**config.mk**
```make
export PLATFORM = sky130hd
export DESIGN_NAME = text_cursor_glyph_placer_top
export DESIGN_NICKNAME = d
export VERILOG_FILES = /design/src/design/tcgp_pkg.sv /design/src/design/tcgp_ctl.sv /design/src/design/tcgp_dp.sv /design/src/design/text_cursor_glyph_placer_top.sv
export SDC_FILE = /design/constraint.sdc
export NUM_CORES = 1
export LEC_CHECK = 0
export ABC_AREA = 1
export BUFFER_PORTS_ARGS = -buffer_cell sky130_fd_sc_hd__buf_4
export CAP_MARGIN = 20
export CORE_ASPECT_RATIO = 0.7
export CORE_UTILIZATION = 45
export DETAILED_ROUTE_END_ITERATION = 7
export GPL_ROUTABILITY_DRIVEN = 1
export GPL_TIMING_DRIVEN = 0
export PLACE_DENSITY = 0.77
export SLEW_MARGIN = 5
export SYNTH_ARGS = -nofsm -noshare
export SYNTH_HDL_FRONTEND = slang
export SYNTH_SLANG_ARGS = --single-unit
```
**constraint.sdc**
```tcl
create_clock -name clk -period 4.8 [get_ports clk]
set_input_delay 0.24 -clock clk [delete_from_list [all_inputs] [get_ports clk]]
set_output_delay 0.24 -clock clk [all_outputs]
set_load 0.01 [all_outputs]
```
**src/design/tcgp_pkg.sv**
```systemverilog
// Shared types and constants of the text cursor glyph placer.
package tcgp_pkg;

  localparam int CFG_ADDR_W = 3;
  localparam int CFG_DATA_W = 11;
  localparam int IN_DATA_W  = 24;
  localparam int OUT_DATA_W = 64;
  localparam int POS_W      = 15;
  localparam int STEP_W     = 4;
  localparam int REM_W      = 11;

  localparam logic [CFG_ADDR_W-1:0] CFG_FIRST_CODE   = 3'd0;
  localparam logic [CFG_ADDR_W-1:0] CFG_LAST_CODE    = 3'd1;
  localparam logic [CFG_ADDR_W-1:0] CFG_GLYPH_WIDTH  = 3'd2;
  localparam logic [CFG_ADDR_W-1:0] CFG_GLYPH_HEIGHT = 3'd3;
  localparam logic [CFG_ADDR_W-1:0] CFG_SHEET_WIDTH  = 3'd4;
  localparam logic [CFG_ADDR_W-1:0] CFG_SPACING      = 3'd5;
  localparam logic [CFG_ADDR_W-1:0] CFG_INK_COLORS   = 3'd6;
  localparam logic [CFG_ADDR_W-1:0] CFG_PAPER_COLOR  = 3'd7;

  localparam logic       OP_SET_CURSOR = 1'b1;
  localparam logic [7:0] CHAR_NL       = 8'd10;
  localparam logic [7:0] CHAR_CR       = 8'd13;
  localparam logic [4:0] PAPER_CLEAR   = 5'd16;

  localparam logic [STEP_W-1:0] DIV_LAST_STEP = STEP_W'(POS_W - 1);

  typedef enum logic [2:0] {
    ST_IDLE,
    ST_DIV,
    ST_MUL,
    ST_SHADOW,
    ST_MAIN
  } state_t;

  typedef struct packed {
    logic load;
    logic div_step;
    logic mul;
    logic emit_shadow;
    logic emit_main;
  } tcgp_cmd_t;

  typedef struct packed {
    logic draw;
    logic shadow;
    logic div_last;
    logic out_free;
  } tcgp_sts_t;

endpackage

```
**src/design/tcgp_ctl.sv**
```systemverilog
// Controller state machine of the text cursor glyph placer.
module tcgp_ctl (
  input  logic                clk,
  input  logic                rst_n,
  input  logic                in_tvalid,
  output logic                in_tready,
  input  tcgp_pkg::tcgp_sts_t sts,
  output tcgp_pkg::tcgp_cmd_t cmd
);

  tcgp_pkg::state_t state_r, state_nxt;

  always_ff @(posedge clk) begin
    if (!rst_n) begin
      state_r <= tcgp_pkg::ST_IDLE;
    end else begin
      state_r <= state_nxt;
    end
  end

  always_comb begin
    state_nxt = state_r;
    unique case (state_r)
      tcgp_pkg::ST_IDLE: begin
        if (in_tvalid && sts.draw) begin
          state_nxt = tcgp_pkg::ST_DIV;
        end
      end
      tcgp_pkg::ST_DIV: begin
        if (sts.div_last) begin
          state_nxt = tcgp_pkg::ST_MUL;
        end
      end
      tcgp_pkg::ST_MUL: begin
        state_nxt = sts.shadow ? tcgp_pkg::ST_SHADOW : tcgp_pkg::ST_MAIN;
      end
      tcgp_pkg::ST_SHADOW: begin
        if (sts.out_free) begin
          state_nxt = tcgp_pkg::ST_MAIN;
        end
      end
      tcgp_pkg::ST_MAIN: begin
        if (sts.out_free) begin
          state_nxt = tcgp_pkg::ST_IDLE;
        end
      end
      default: state_nxt = tcgp_pkg::ST_IDLE;
    endcase
  end

  always_comb begin
    in_tready = 1'b0;
    cmd       = '0;
    unique case (state_r)
      tcgp_pkg::ST_IDLE: begin
        in_tready = 1'b1;
        cmd.load  = in_tvalid;
      end
      tcgp_pkg::ST_DIV:    cmd.div_step    = 1'b1;
      tcgp_pkg::ST_MUL:    cmd.mul         = 1'b1;
      tcgp_pkg::ST_SHADOW: cmd.emit_shadow = sts.out_free;
      tcgp_pkg::ST_MAIN:   cmd.emit_main   = sts.out_free;
      default: ;
    endcase
  end

endmodule

```
**src/design/tcgp_dp.sv**
```systemverilog
// Datapath: configuration, cursor, serial divider, multiplier and output register.
module tcgp_dp #(
  parameter int SCREEN_WIDTH  = 128,
  parameter int SCREEN_HEIGHT = 64
) (
  input  logic                                clk,
  input  logic                                rst_n,
  input  logic                                cfg_wr_en,
  input  logic [tcgp_pkg::CFG_ADDR_W-1:0]     cfg_addr,
  input  logic [tcgp_pkg::CFG_DATA_W-1:0]     cfg_wdata,
  input  logic [0:0]                          in_tuser,
  input  logic [tcgp_pkg::IN_DATA_W-1:0]      in_tdata,
  output logic                                out_tvalid,
  input  logic                                out_tready,
  output logic [tcgp_pkg::OUT_DATA_W-1:0]     out_tdata,
  output logic [0:0]                          out_tuser,
  output logic                                out_tlast,
  input  tcgp_pkg::tcgp_cmd_t                 cmd,
  output tcgp_pkg::tcgp_sts_t                 sts
);

  logic [7:0]  first_code_r, last_code_r;
  logic [6:0]  glyph_width_r;
  logic [5:0]  glyph_height_r;
  logic [10:0] sheet_width_r;
  logic [5:0]  spacing_r;
  logic [8:0]  ink_colors_r;
  logic [4:0]  paper_color_r;

  logic [7:0] col_r, col_nxt;
  logic [7:0] row_r, row_nxt;

  logic [7:0]                     base_x_r, base_y_r;
  logic [tcgp_pkg::POS_W-1:0]     pos_r;
  logic [tcgp_pkg::POS_W-1:0]     quo_r;
  logic [tcgp_pkg::REM_W-1:0]     acc_r;
  logic [tcgp_pkg::STEP_W-1:0]    step_r;
  logic [15:0]                    sy_r;

  logic                           out_valid_r;
  logic [tcgp_pkg::OUT_DATA_W-1:0] out_data_r, out_data_nxt;
  logic                           out_trans_r, out_trans_nxt;
  logic                           out_last_r, out_last_nxt;

  logic        op;
  logic [7:0]  ch, new_col, new_row;
  logic        blocked, in_range, wraps, transparent;
  logic [7:0]  line_step, col_adv;
  logic [10:0] row_lim, col_lim;
  logic [7:0]  code_off;
  logic [tcgp_pkg::POS_W-1:0] pos;
  logic [tcgp_pkg::REM_W:0]   rem_shift;
  logic [tcgp_pkg::REM_W+1:0] diff;
  logic [15:0] quo_fin;
  logic [21:0] prod;
  logic [9:0]  sheet_x;
  logic [7:0]  dx, dy, color;

  assign op      = in_tuser[0];
  assign ch      = in_tdata[7:0];
  assign new_col = in_tdata[15:8];
  assign new_row = in_tdata[23:16];

  assign transparent = (paper_color_r == tcgp_pkg::PAPER_CLEAR);
  assign line_step   = {2'b00, glyph_height_r} + {2'b00, spacing_r};
  assign col_adv     = col_r + {1'b0, glyph_width_r} + {2'b00, spacing_r};
  assign row_lim     = 11'(SCREEN_HEIGHT - 1) - {5'b0, glyph_height_r};
  assign col_lim     = 11'(SCREEN_WIDTH - 1) - {4'b0, glyph_width_r};
  assign blocked     = $signed({3'b000, row_r}) > $signed(row_lim);
  assign wraps       = $signed({3'b000, col_adv}) > $signed(col_lim);
  assign in_range    = (ch >= first_code_r) && (ch <= last_code_r);
  assign code_off    = ch - first_code_r;
  assign pos         = {7'b0, code_off} * {8'b0, glyph_width_r};

  assign rem_shift = {acc_r, quo_r[tcgp_pkg::POS_W-1]};
  assign diff      = {1'b0, rem_shift} - {2'b00, sheet_width_r};
  assign quo_fin   = (sheet_width_r == '0) ? 16'hFFFF : {1'b0, quo_r};
  assign prod      = quo_fin * glyph_height_r;
  assign sheet_x   = (sheet_width_r == '0) ? pos_r[9:0] : acc_r[9:0];

  assign sts.draw     = (op != tcgp_pkg::OP_SET_CURSOR) && !blocked &&
                        (ch != tcgp_pkg::CHAR_NL) && (ch != tcgp_pkg::CHAR_CR) &&
                        in_range;
  assign sts.shadow   = transparent && ink_colors_r[8];
  assign sts.div_last = (step_r == tcgp_pkg::DIV_LAST_STEP);
  assign sts.out_free = !out_valid_r || out_tready;

  always_ff @(posedge clk) begin
    if (!rst_n) begin
      first_code_r   <= 8'd32;
      last_code_r    <= 8'd127;
      glyph_width_r  <= 7'd6;
      glyph_height_r <= 6'd8;
      sheet_width_r  <= 11'd128;
      spacing_r      <= 6'd0;
      ink_colors_r   <= 9'd15;
      paper_color_r  <= 5'd16;
    end else if (cfg_wr_en) begin
      unique case (cfg_addr)
        tcgp_pkg::CFG_FIRST_CODE:   first_code_r   <= cfg_wdata[7:0];
        tcgp_pkg::CFG_LAST_CODE:    last_code_r    <= cfg_wdata[7:0];
        tcgp_pkg::CFG_GLYPH_WIDTH:  glyph_width_r  <= cfg_wdata[6:0];
        tcgp_pkg::CFG_GLYPH_HEIGHT: glyph_height_r <= cfg_wdata[5:0];
        tcgp_pkg::CFG_SHEET_WIDTH:  sheet_width_r  <= cfg_wdata;
        tcgp_pkg::CFG_SPACING:      spacing_r      <= cfg_wdata[5:0];
        tcgp_pkg::CFG_INK_COLORS:   ink_colors_r   <= cfg_wdata[8:0];
        tcgp_pkg::CFG_PAPER_COLOR:  paper_color_r  <= cfg_wdata[4:0];
        default: ;
      endcase
    end
  end

  always_comb begin
    col_nxt = col_r;
    row_nxt = row_r;
    if (cmd.load) begin
      if (op == tcgp_pkg::OP_SET_CURSOR) begin
        col_nxt = new_col;
        row_nxt = new_row;
      end else if (!blocked) begin
        if (ch == tcgp_pkg::CHAR_NL) begin
          col_nxt = '0;
          row_nxt = row_r + line_step;
        end else if (ch == tcgp_pkg::CHAR_CR) begin
          col_nxt = '0;
        end else if (wraps) begin
          col_nxt = '0;
          row_nxt = row_r + line_step;
        end else begin
          col_nxt = col_adv;
        end
      end
    end
  end

  always_ff @(posedge clk) begin
    if (!rst_n) begin
      col_r <= '0;
      row_r <= '0;
    end else begin
      col_r <= col_nxt;
      row_r <= row_nxt;
    end
  end

  always_ff @(posedge clk) begin
    if (cmd.load) begin
      base_x_r <= col_r;
      base_y_r <= row_r;
      pos_r    <= pos;
      quo_r    <= pos;
      acc_r    <= '0;
      step_r   <= '0;
    end else if (cmd.div_step) begin
      step_r <= step_r + 1'b1;
      if (!diff[tcgp_pkg::REM_W+1]) begin
        acc_r <= diff[tcgp_pkg::REM_W-1:0];
        quo_r <= {quo_r[tcgp_pkg::POS_W-2:0], 1'b1};
      end else begin
        acc_r <= rem_shift[tcgp_pkg::REM_W-1:0];
        quo_r <= {quo_r[tcgp_pkg::POS_W-2:0], 1'b0};
      end
    end
    if (cmd.mul) begin
      sy_r <= prod[15:0];
    end
  end

  always_comb begin
    if (cmd.emit_shadow) begin
      dx            = base_x_r + 8'd1;
      dy            = base_y_r + 8'd1;
      color         = {ink_colors_r[7:4], 4'h0};
      out_last_nxt  = 1'b0;
      out_trans_nxt = 1'b1;
    end else begin
      dx            = base_x_r;
      dy            = base_y_r;
      color         = {ink_colors_r[3:0], transparent ? 4'h0 : paper_color_r[3:0]};
      out_last_nxt  = 1'b1;
      out_trans_nxt = transparent;
    end
    out_data_nxt = {1'b0, color, glyph_height_r, glyph_width_r, sy_r, sheet_x, dy, dx};
  end

  always_ff @(posedge clk) begin
    if (!rst_n) begin
      out_valid_r <= 1'b0;
    end else if (cmd.emit_shadow || cmd.emit_main) begin
      out_valid_r <= 1'b1;
    end else if (out_tready) begin
      out_valid_r <= 1'b0;
    end
  end

  always_ff @(posedge clk) begin
    if (cmd.emit_shadow || cmd.emit_main) begin
      out_data_r  <= out_data_nxt;
      out_trans_r <= out_trans_nxt;
      out_last_r  <= out_last_nxt;
    end
  end

  assign out_tvalid   = out_valid_r;
  assign out_tdata    = out_data_r;
  assign out_tuser[0] = out_trans_r;
  assign out_tlast    = out_last_r;

endmodule

```
**src/design/text_cursor_glyph_placer_top.sv**
```systemverilog
// A drawn character passes the 15-step serial divider, the multiply step and the emit
//   steps; the next character is accepted only after its last draw item is emitted,
//   and an emit waits while the output register is held by out_tready.
// Set-cursor, newline, return and undrawn characters are handled in the idle state.
// Reset: synchronous active-low; cursor clears, configuration registers load their defaults.
module text_cursor_glyph_placer_top #(
  parameter int SCREEN_WIDTH  = 128,
  parameter int SCREEN_HEIGHT = 64
) (
  input  logic                            clk,
  input  logic                            rst_n,
  input  logic                            cfg_wr_en,
  input  logic [tcgp_pkg::CFG_ADDR_W-1:0] cfg_addr,
  input  logic [tcgp_pkg::CFG_DATA_W-1:0] cfg_wdata,
  input  logic                            in_tvalid,
  output logic                            in_tready,
  // char_code[7:0], new_column[15:8], new_row[23:16]
  input  logic [tcgp_pkg::IN_DATA_W-1:0]  in_tdata,
  // operation[0]
  input  logic [0:0]                      in_tuser,
  output logic                            out_tvalid,
  input  logic                            out_tready,
  // dest_x[7:0], dest_y[15:8], sheet_x[25:16], sheet_y[41:26],
  // draw_width[48:42], draw_height[54:49], color_byte[62:55], zero[63]
  output logic [tcgp_pkg::OUT_DATA_W-1:0] out_tdata,
  // transparent[0]
  output logic [0:0]                      out_tuser,
  output logic                            out_tlast
);

  tcgp_pkg::tcgp_cmd_t cmd;
  tcgp_pkg::tcgp_sts_t sts;

  tcgp_ctl u_ctl (
    .clk       (clk),
    .rst_n     (rst_n),
    .in_tvalid (in_tvalid),
    .in_tready (in_tready),
    .sts       (sts),
    .cmd       (cmd)
  );

  tcgp_dp #(
    .SCREEN_WIDTH  (SCREEN_WIDTH),
    .SCREEN_HEIGHT (SCREEN_HEIGHT)
  ) u_dp (
    .clk        (clk),
    .rst_n      (rst_n),
    .cfg_wr_en  (cfg_wr_en),
    .cfg_addr   (cfg_addr),
    .cfg_wdata  (cfg_wdata),
    .in_tuser   (in_tuser),
    .in_tdata   (in_tdata),
    .out_tvalid (out_tvalid),
    .out_tready (out_tready),
    .out_tdata  (out_tdata),
    .out_tuser  (out_tuser),
    .out_tlast  (out_tlast),
    .cmd        (cmd),
    .sts        (sts)
  );

endmodule

```
; ---- Word level (Yosys, flattened, before mapping)
; Cells that the tools add are included.
[totals]
ff_bits = 217
input_bits = 44
output_inout_bits = 68
elab_cells = 128
[op_classes]
n_addsub = 11
n_mul = 2
order_cmp = 4
n_eq_ne = 23
n_mux = 35
bitwise = 1
reduce_logical = 29
[op_table]
columns = cell, count
row1 = $mux 8, 13
row2 = $mux 15, 2
row3 = $gt 9x11->1, 2
row4 = $reduce_and 2->1, 9
row5 = $add 8x1->8 const B, 2
row6 = $eq 8x4->1 const B, 2
row7 = $mul 16x6->16, 1
row8 = $mux 16, 1
row9 = $ne 8x4->1 const B, 2
row10 = $eq 3x3->1 const B, 5
row11 = $mul 8x7->15, 1
row12 = $mux 3, 5
row13 = $pmux 3 s5, 1
row14 = $sub 12x11->13, 1
row15 = $eq 3x2->1 const B, 4
row16 = $logic_not 11->1, 1
row17 = $mux 11, 1
row18 = $mux 1, 10
row19 = $mux 10, 1
row20 = $add 8x6->8, 1
row21 = $add 8x7->8, 1
row22 = $add 8x8->8, 1
row23 = $ge 8x8->1, 1
row24 = $le 8x8->1, 1
row25 = other kinds (21), 36

; ---- Longest topological paths before layout
[depth]
depth_word = 10
mapped_depth = 26
ltp_nobuf = 26

; ---- Cells and area by module
; Synthesis repeated with hierarchy kept, for this count alone.
[unflattened]
cells_unflattened = 1615
hier_area_um2 = 14237.4
[by_module_without_submodules]
columns = mod, instances, cells_per_inst, area_each_um2, seq_area_each_um2
row1 = tcgp_dp, 1, 1571, 13983.4, 5505.3
row2 = tcgp_ctl, 1, 44, 254.0, 60.1

; ---- Least setup slack after synthesis
; No wires, ideal clock.
[synth_path]
kind = input port to flip-flop
start = input in_tdata[0] (netlist bit)
end = register u_dp.quo_r[12] (netlist bit), data pin
setup_ns = 0.261
arrival_ns = 4.924
t_required_ns = 4.539
path_slack_ns = -0.385
stages = 22
path_buffers = 0
cell_sequence = inv_1 > ha_1 > fa_1 > o21ai_1 > a31oi_1 > xor2_1 > inv_1 > nor2_1 > fa_1 > fa_1 > fa_1 > inv_1 > fa_1 > inv_1 > ha_1 > a21oi_1 > o21ai_0 > a21oi_1 > o21bai_1 > or2_2 > nand3_1 > o21ai_0
[synth_between]
elab_chain_cells = 3
[synth_rtl]
columns = item, line_no
row1 = start: declaration, text_cursor_glyph_placer_top.sv:18  ; input logic [tcgp_pkg::IN_DATA_W-1:0] in_tdata,
row2 = $sub 8x8->8, tcgp_dp.sv:72  ; assign code_off = ch - first_code_r;
row3 = $mul 8x7->15, tcgp_dp.sv:73  ; assign pos = {7'b0, code_off} * {8'b0, glyph_width_r};
row4 = $mux 15, tcgp_dp.sv:147  ; if (cmd.load) begin
row5 = end signal: assignment, tcgp_dp.sv:151  ; quo_r <= pos;
row6 = end signal: assignment, tcgp_dp.sv:158  ; quo_r <= {quo_r[tcgp_pkg::POS_W-2:0], 1'b1};
row7 = end signal: assignment, tcgp_dp.sv:161  ; quo_r <= {quo_r[tcgp_pkg::POS_W-2:0], 1'b0};
row8 = end: declaration, tcgp_dp.sv:35  ; logic [tcgp_pkg::POS_W-1:0] quo_r;
; No other way between the ends.
; A chain may end at the register's enable or synchronous reset.

; ---- Final worst setup path
[layout_path]
start = register u_dp.first_code_r[2]
end = register u_dp.quo_r[12] (netlist bit), data pin
[layout_between]
elab_chain_cells = 3
[layout_rtl]
columns = item, line_no
row1 = start: declaration, tcgp_dp.sv:22  ; logic [7:0] first_code_r, last_code_r;
row2 = start signal: assignment, tcgp_dp.sv:100  ; tcgp_pkg::CFG_FIRST_CODE: first_code_r <= cfg_wdata[7:0];
row3 = $sub 8x8->8, tcgp_dp.sv:72
row4 = $mul 8x7->15, tcgp_dp.sv:73
row5 = $mux 15, tcgp_dp.sv:147
; No other way between the ends.

==> impl_metrics.csv <==
group,metric,value,unit
timing,hold-worst-slack,0.0177,ns
worst_setup_path,crit_required,5.07,ns
timing,finalSetupTns,-1.22,ns
synth,ys_seq_area_frac,0.386,
worst_setup_path,path_cells,"inv_2 -> ha_4 -> nand2_2 -> o21ai_2 -> a21oi_2 -> o21ai_2 -> buf_6 -> xor2_4 -> buf_6 -> nor2_4 -> fa_1 -> fa_1 -> fa_1 -> inv_1 -> fa_1 -> inv_2 -> ha_4 -> a21oi_2 -> o21ai_2 -> a21oi_2 -> o21bai_1 -> or2_4 -> nand3_2 -> o21ai_1",
drt,viasPerCell,5.37,
final_layout,final_cell_area,17300,sq um
floorplanning,die_h,152,microns
floorplanning,pin_count,112,
cts,clockBufferDepth,3,
cts,clock-sinks,217,
timing,tightestPinTransition,0.882,ns
floorplanning,core_area,31400,sq um
drt,drc,0,
worst_setup_path,cp.buffers_inverters,5,
synth,synth-edff-count,122,
worst_setup_path,r2r_slack,-0.23,ns
drt,avgRoutedWirePerCell,17.0,microns
floorplanning,die_area,32800,sq um
worst_setup_path,critPathMostFrequentCell,"fa_1",
timing,clock-skew-final,0.0167,ns
hold_path,min_path_type,"in2reg",
placed_design,dp_slack,-0.683,ns
drt,postRouteWirelength,38.1,mm
drt,dr_total_vias,12100,
global_route,grt_pass1_wl,60.7,mm
timing,slew_headroom,0.410,
floorplanning,fp-row-count,54,
drt,drt-initial-drc-count,1178,
global_route,grt_max_degree,36,
drt,drtAntennaViolNets,0,
worst_setup_path,slowest_delay,0.52,ns
placed_design,place_congestion,0.979,
synth,synthTopCellsByArea,"edfxtp_1 (25%), dfxtp_1 (13%), fa_1 (12%)",
worst_setup_path,cp_top_family,"adder cells",
final_layout,fin_util,0.553,
global_route,groute.usage.overall,0.230,
worst_setup_path,worstReg2RegEnd,"u_dp.quo_r[12]$_DFFE_PP_",
worst_setup_path,cp-end-kind,"flop",
flow_run,maxCapViolCount,0,
synth,synth_cell_types,45,
worst_setup_path,arrival,5.29,ns
worst_setup_path,reg2reg_depth,24,
power_and_ir_drop,max-vdd-ir-drop,0.236,mV
synth,async_reset_ff_frac,0,
placed_design,dpl_cell_area,15900,sq um
synth,netlist_area,14400,sq um
timing,hold_violations,0,
worst_setup_path,crit_start,"u_dp.first_code_r[2]$_SDFFE_PN0P_",
power_and_ir_drop,pwr_density_cell,519,nW/um^2
global_route,antenna_found_initial,0,
final_layout,nets,2054,
cts,cts_tree,"done",
global_route,gr-total-overflow,0,
synth,synth_area_leader_cell,"edfxtp_1",
hold_path,holdPathStages,3,
final_layout,drive_above_1_share,0.165,
worst_setup_path,rr_startpoint,"u_dp.first_code_r[2]$_SDFFE_PN0P_",
cts,cts-root-buf,"clkbuf_16",
outcome,violations,"negative setup slack",
worst_setup_path,start_kind,"flop",
outcome,outcome,"finished, violations left",
worst_setup_path,critPathKind,"reg2reg",
synth,synth_top_cell_area_share,0.254,
floorplanning,initial_utilization,0.460,
synth,syn_area_per_cell,8.74,sq um
timing,grt_setup_unrepaired,"true",
placed_design,dp_hpwl,29.1,mm
timing,setup_viol,8,
timing,fin_ws,-0.227,ns
synth,synth_seq_cells,217,
worst_setup_path,cp_num_cells,24,
worst_setup_path,cp_max_fo,5,
final_layout,n_antenna_cell,0,
final_layout,area_delta_synth_final,20.1,%
synth,syn_inst,1652,
placed_design,io_buffers,109,
drt,drt_first_pass_iters,5,
worst_setup_path,endpoint,"u_dp.quo_r[12]$_DFFE_PP_",
synth,synth_ff_type,"edfxtp_1",
timing,finalCritPeriodShare,1.05,
cts,cts.clk_slew.worst_paths,0.06,ns
synth,synth_nets,1898,
cts,htree_levels,1,
timing,drv_slew,0,
timing,period_needed,5.03,ns
cts,cts_buffers,23,
floorplanning,die_w,216,microns
synth,yosysWarningCount,0,
worst_setup_path,worst_path_max_delay_cell,"fa_1",
power_and_ir_drop,leakage,7.91,nW
timing,max_clock_freq,0.199,GHz
cts,insertion_delay,0.53,ns
global_route,grt_pass1_vias,11700,
[synthesized netlist by cell type, types with 2 or more instances]
library cell / n
a31o_2: 2
ha_1: 117
nor4_1: 2
a21o_1: 7
nand2_2: 4
nor2_4: 2
nand2_4: 4
nand4_1: 22
clkbuf_1: 21
xor2_1: 35
inv_1: 248
dfxtp_1: 95
fa_1: 85
o21ai_0: 110
clkinv_1: 9
nor2_1: 185
a21oi_1: 107
a31oi_1: 16
inv_2: 7
o21ai_2: 3
or2_2: 4
edfxtp_1: 122
nor3_1: 8
buf_2: 5
o21bai_1: 5
o21ai_1: 6
o211ai_1: 14
buf_4: 2
nand3_1: 72
nor2_2: 4
nand3b_1: 3
xnor2_1: 24
a21boi_0: 2
nand2_1: 289
[logic make-up after synthesis]
family,share of synthesized area
flip-flops,0.386
XOR/XNOR,0.0358
buffers and inverters,0.0777
AND/OR/NAND/NOR,0.176
multiplexers,0.000694
other,0.000260
AO/OA/AOI/OAI,0.104
adder cells (fa/ha/maj),0.219
[where the power goes]
group	switching [W]	total, W	internal (W)
registers	0.000259	0.00291	0.00265
clock network	0.000748	0.00184	0.00109
logic	0.00263	0.00425	0.00162
[stage by stage]
stage               instances  total power, W
global placement         2181         0.00653
floorplan                1652         0.00553
CTS                      2242         0.00879
global route             2245         0.00960
finish                   2245         0.00899
detailed placement       2184         0.00668
[cell type report]
class	count	area [sq um]
timing repair buffer	131	1040
fill	2680	14000
buffer	29	140
inverter	264	998
clock buffer	28	624
clock inverter	14	154
sequential	217	5570
tap	420	526
multi-input combinational	1142	8280
[registers in the layout, indices dropped and copies added (netlist names), 9 cells and up]
register and cells:
u_dp.pos_r 10, u_dp.quo_r 15, u_dp.out_tdata 63, u_dp.sy_r 16, u_dp.acc_r 11, u_dp.ink_colors_r 9, u_dp.sheet_width_r 11
[layer usage]
metal  GRT usage  vias up  routed length (microns)
met5           0        -                        0
met4      0.0530        0                      767
met3      0.0276       58                     2940
met2       0.373      505                    17600
met1       0.329     5778                    16800
li1            -     5711                        -
[worst min path at each step]
stage	from	endpoint	slack, ns
finish	in_tdata[8]	u_dp.col_r[0]$_SDFFE_PN0P_	0.02
global placement	u_dp.sy_r[14]$_DFFE_PN_	u_dp.out_tdata[40]$_DFFE_PP_	0.41
floorplan	cfg_wdata[0]	u_dp.ink_colors_r[0]$_SDFFE_PN1P_	0.37
detailed placement	u_dp.sy_r[7]$_DFFE_PN_	u_dp.out_tdata[33]$_DFFE_PP_	0.40
global route	in_tdata[10]	u_dp.col_r[2]$_SDFFE_PN0P_	0.02
CTS	in_tdata[8]	u_dp.col_r[0]$_SDFFE_PN0P_	0.005
[tightest hold or removal path, delay by kind of cell]
family / cells / cell delay, ns
AO/OA/AOI/OAI: 1 / 0.07
buffers and inverters: 1 / 0.12
AND/OR/NAND/NOR: 1 / 0.06
[what timing repair did]
action,in CTS,in global routing
setup endpoints to repair,13,17
setup buffers,12,3
endpoints found under the hold margin,5,0
pin swaps,22,31
gates resized for setup,51,51
hold buffers,4,0
[cell usage in the layout (no fill, tap or decap), drive strengths merged, types with 4 or more instances in the layout]
master and n:
nor3 8, nor2 191, o21bai 5, or2 4
o211ai 14, nand4 22, clkbuf 48, dfxtp 95
dlygate4sd3 4, buf 136, a21o 7, inv 256
a21oi 108, edfxtp 122, nand2 297, o21ai 119
xnor2 24, clkinv 16, xor2 35, a31oi 16
ha 117, nand3 73, fa 85
(Power assumes the default switching activity.)
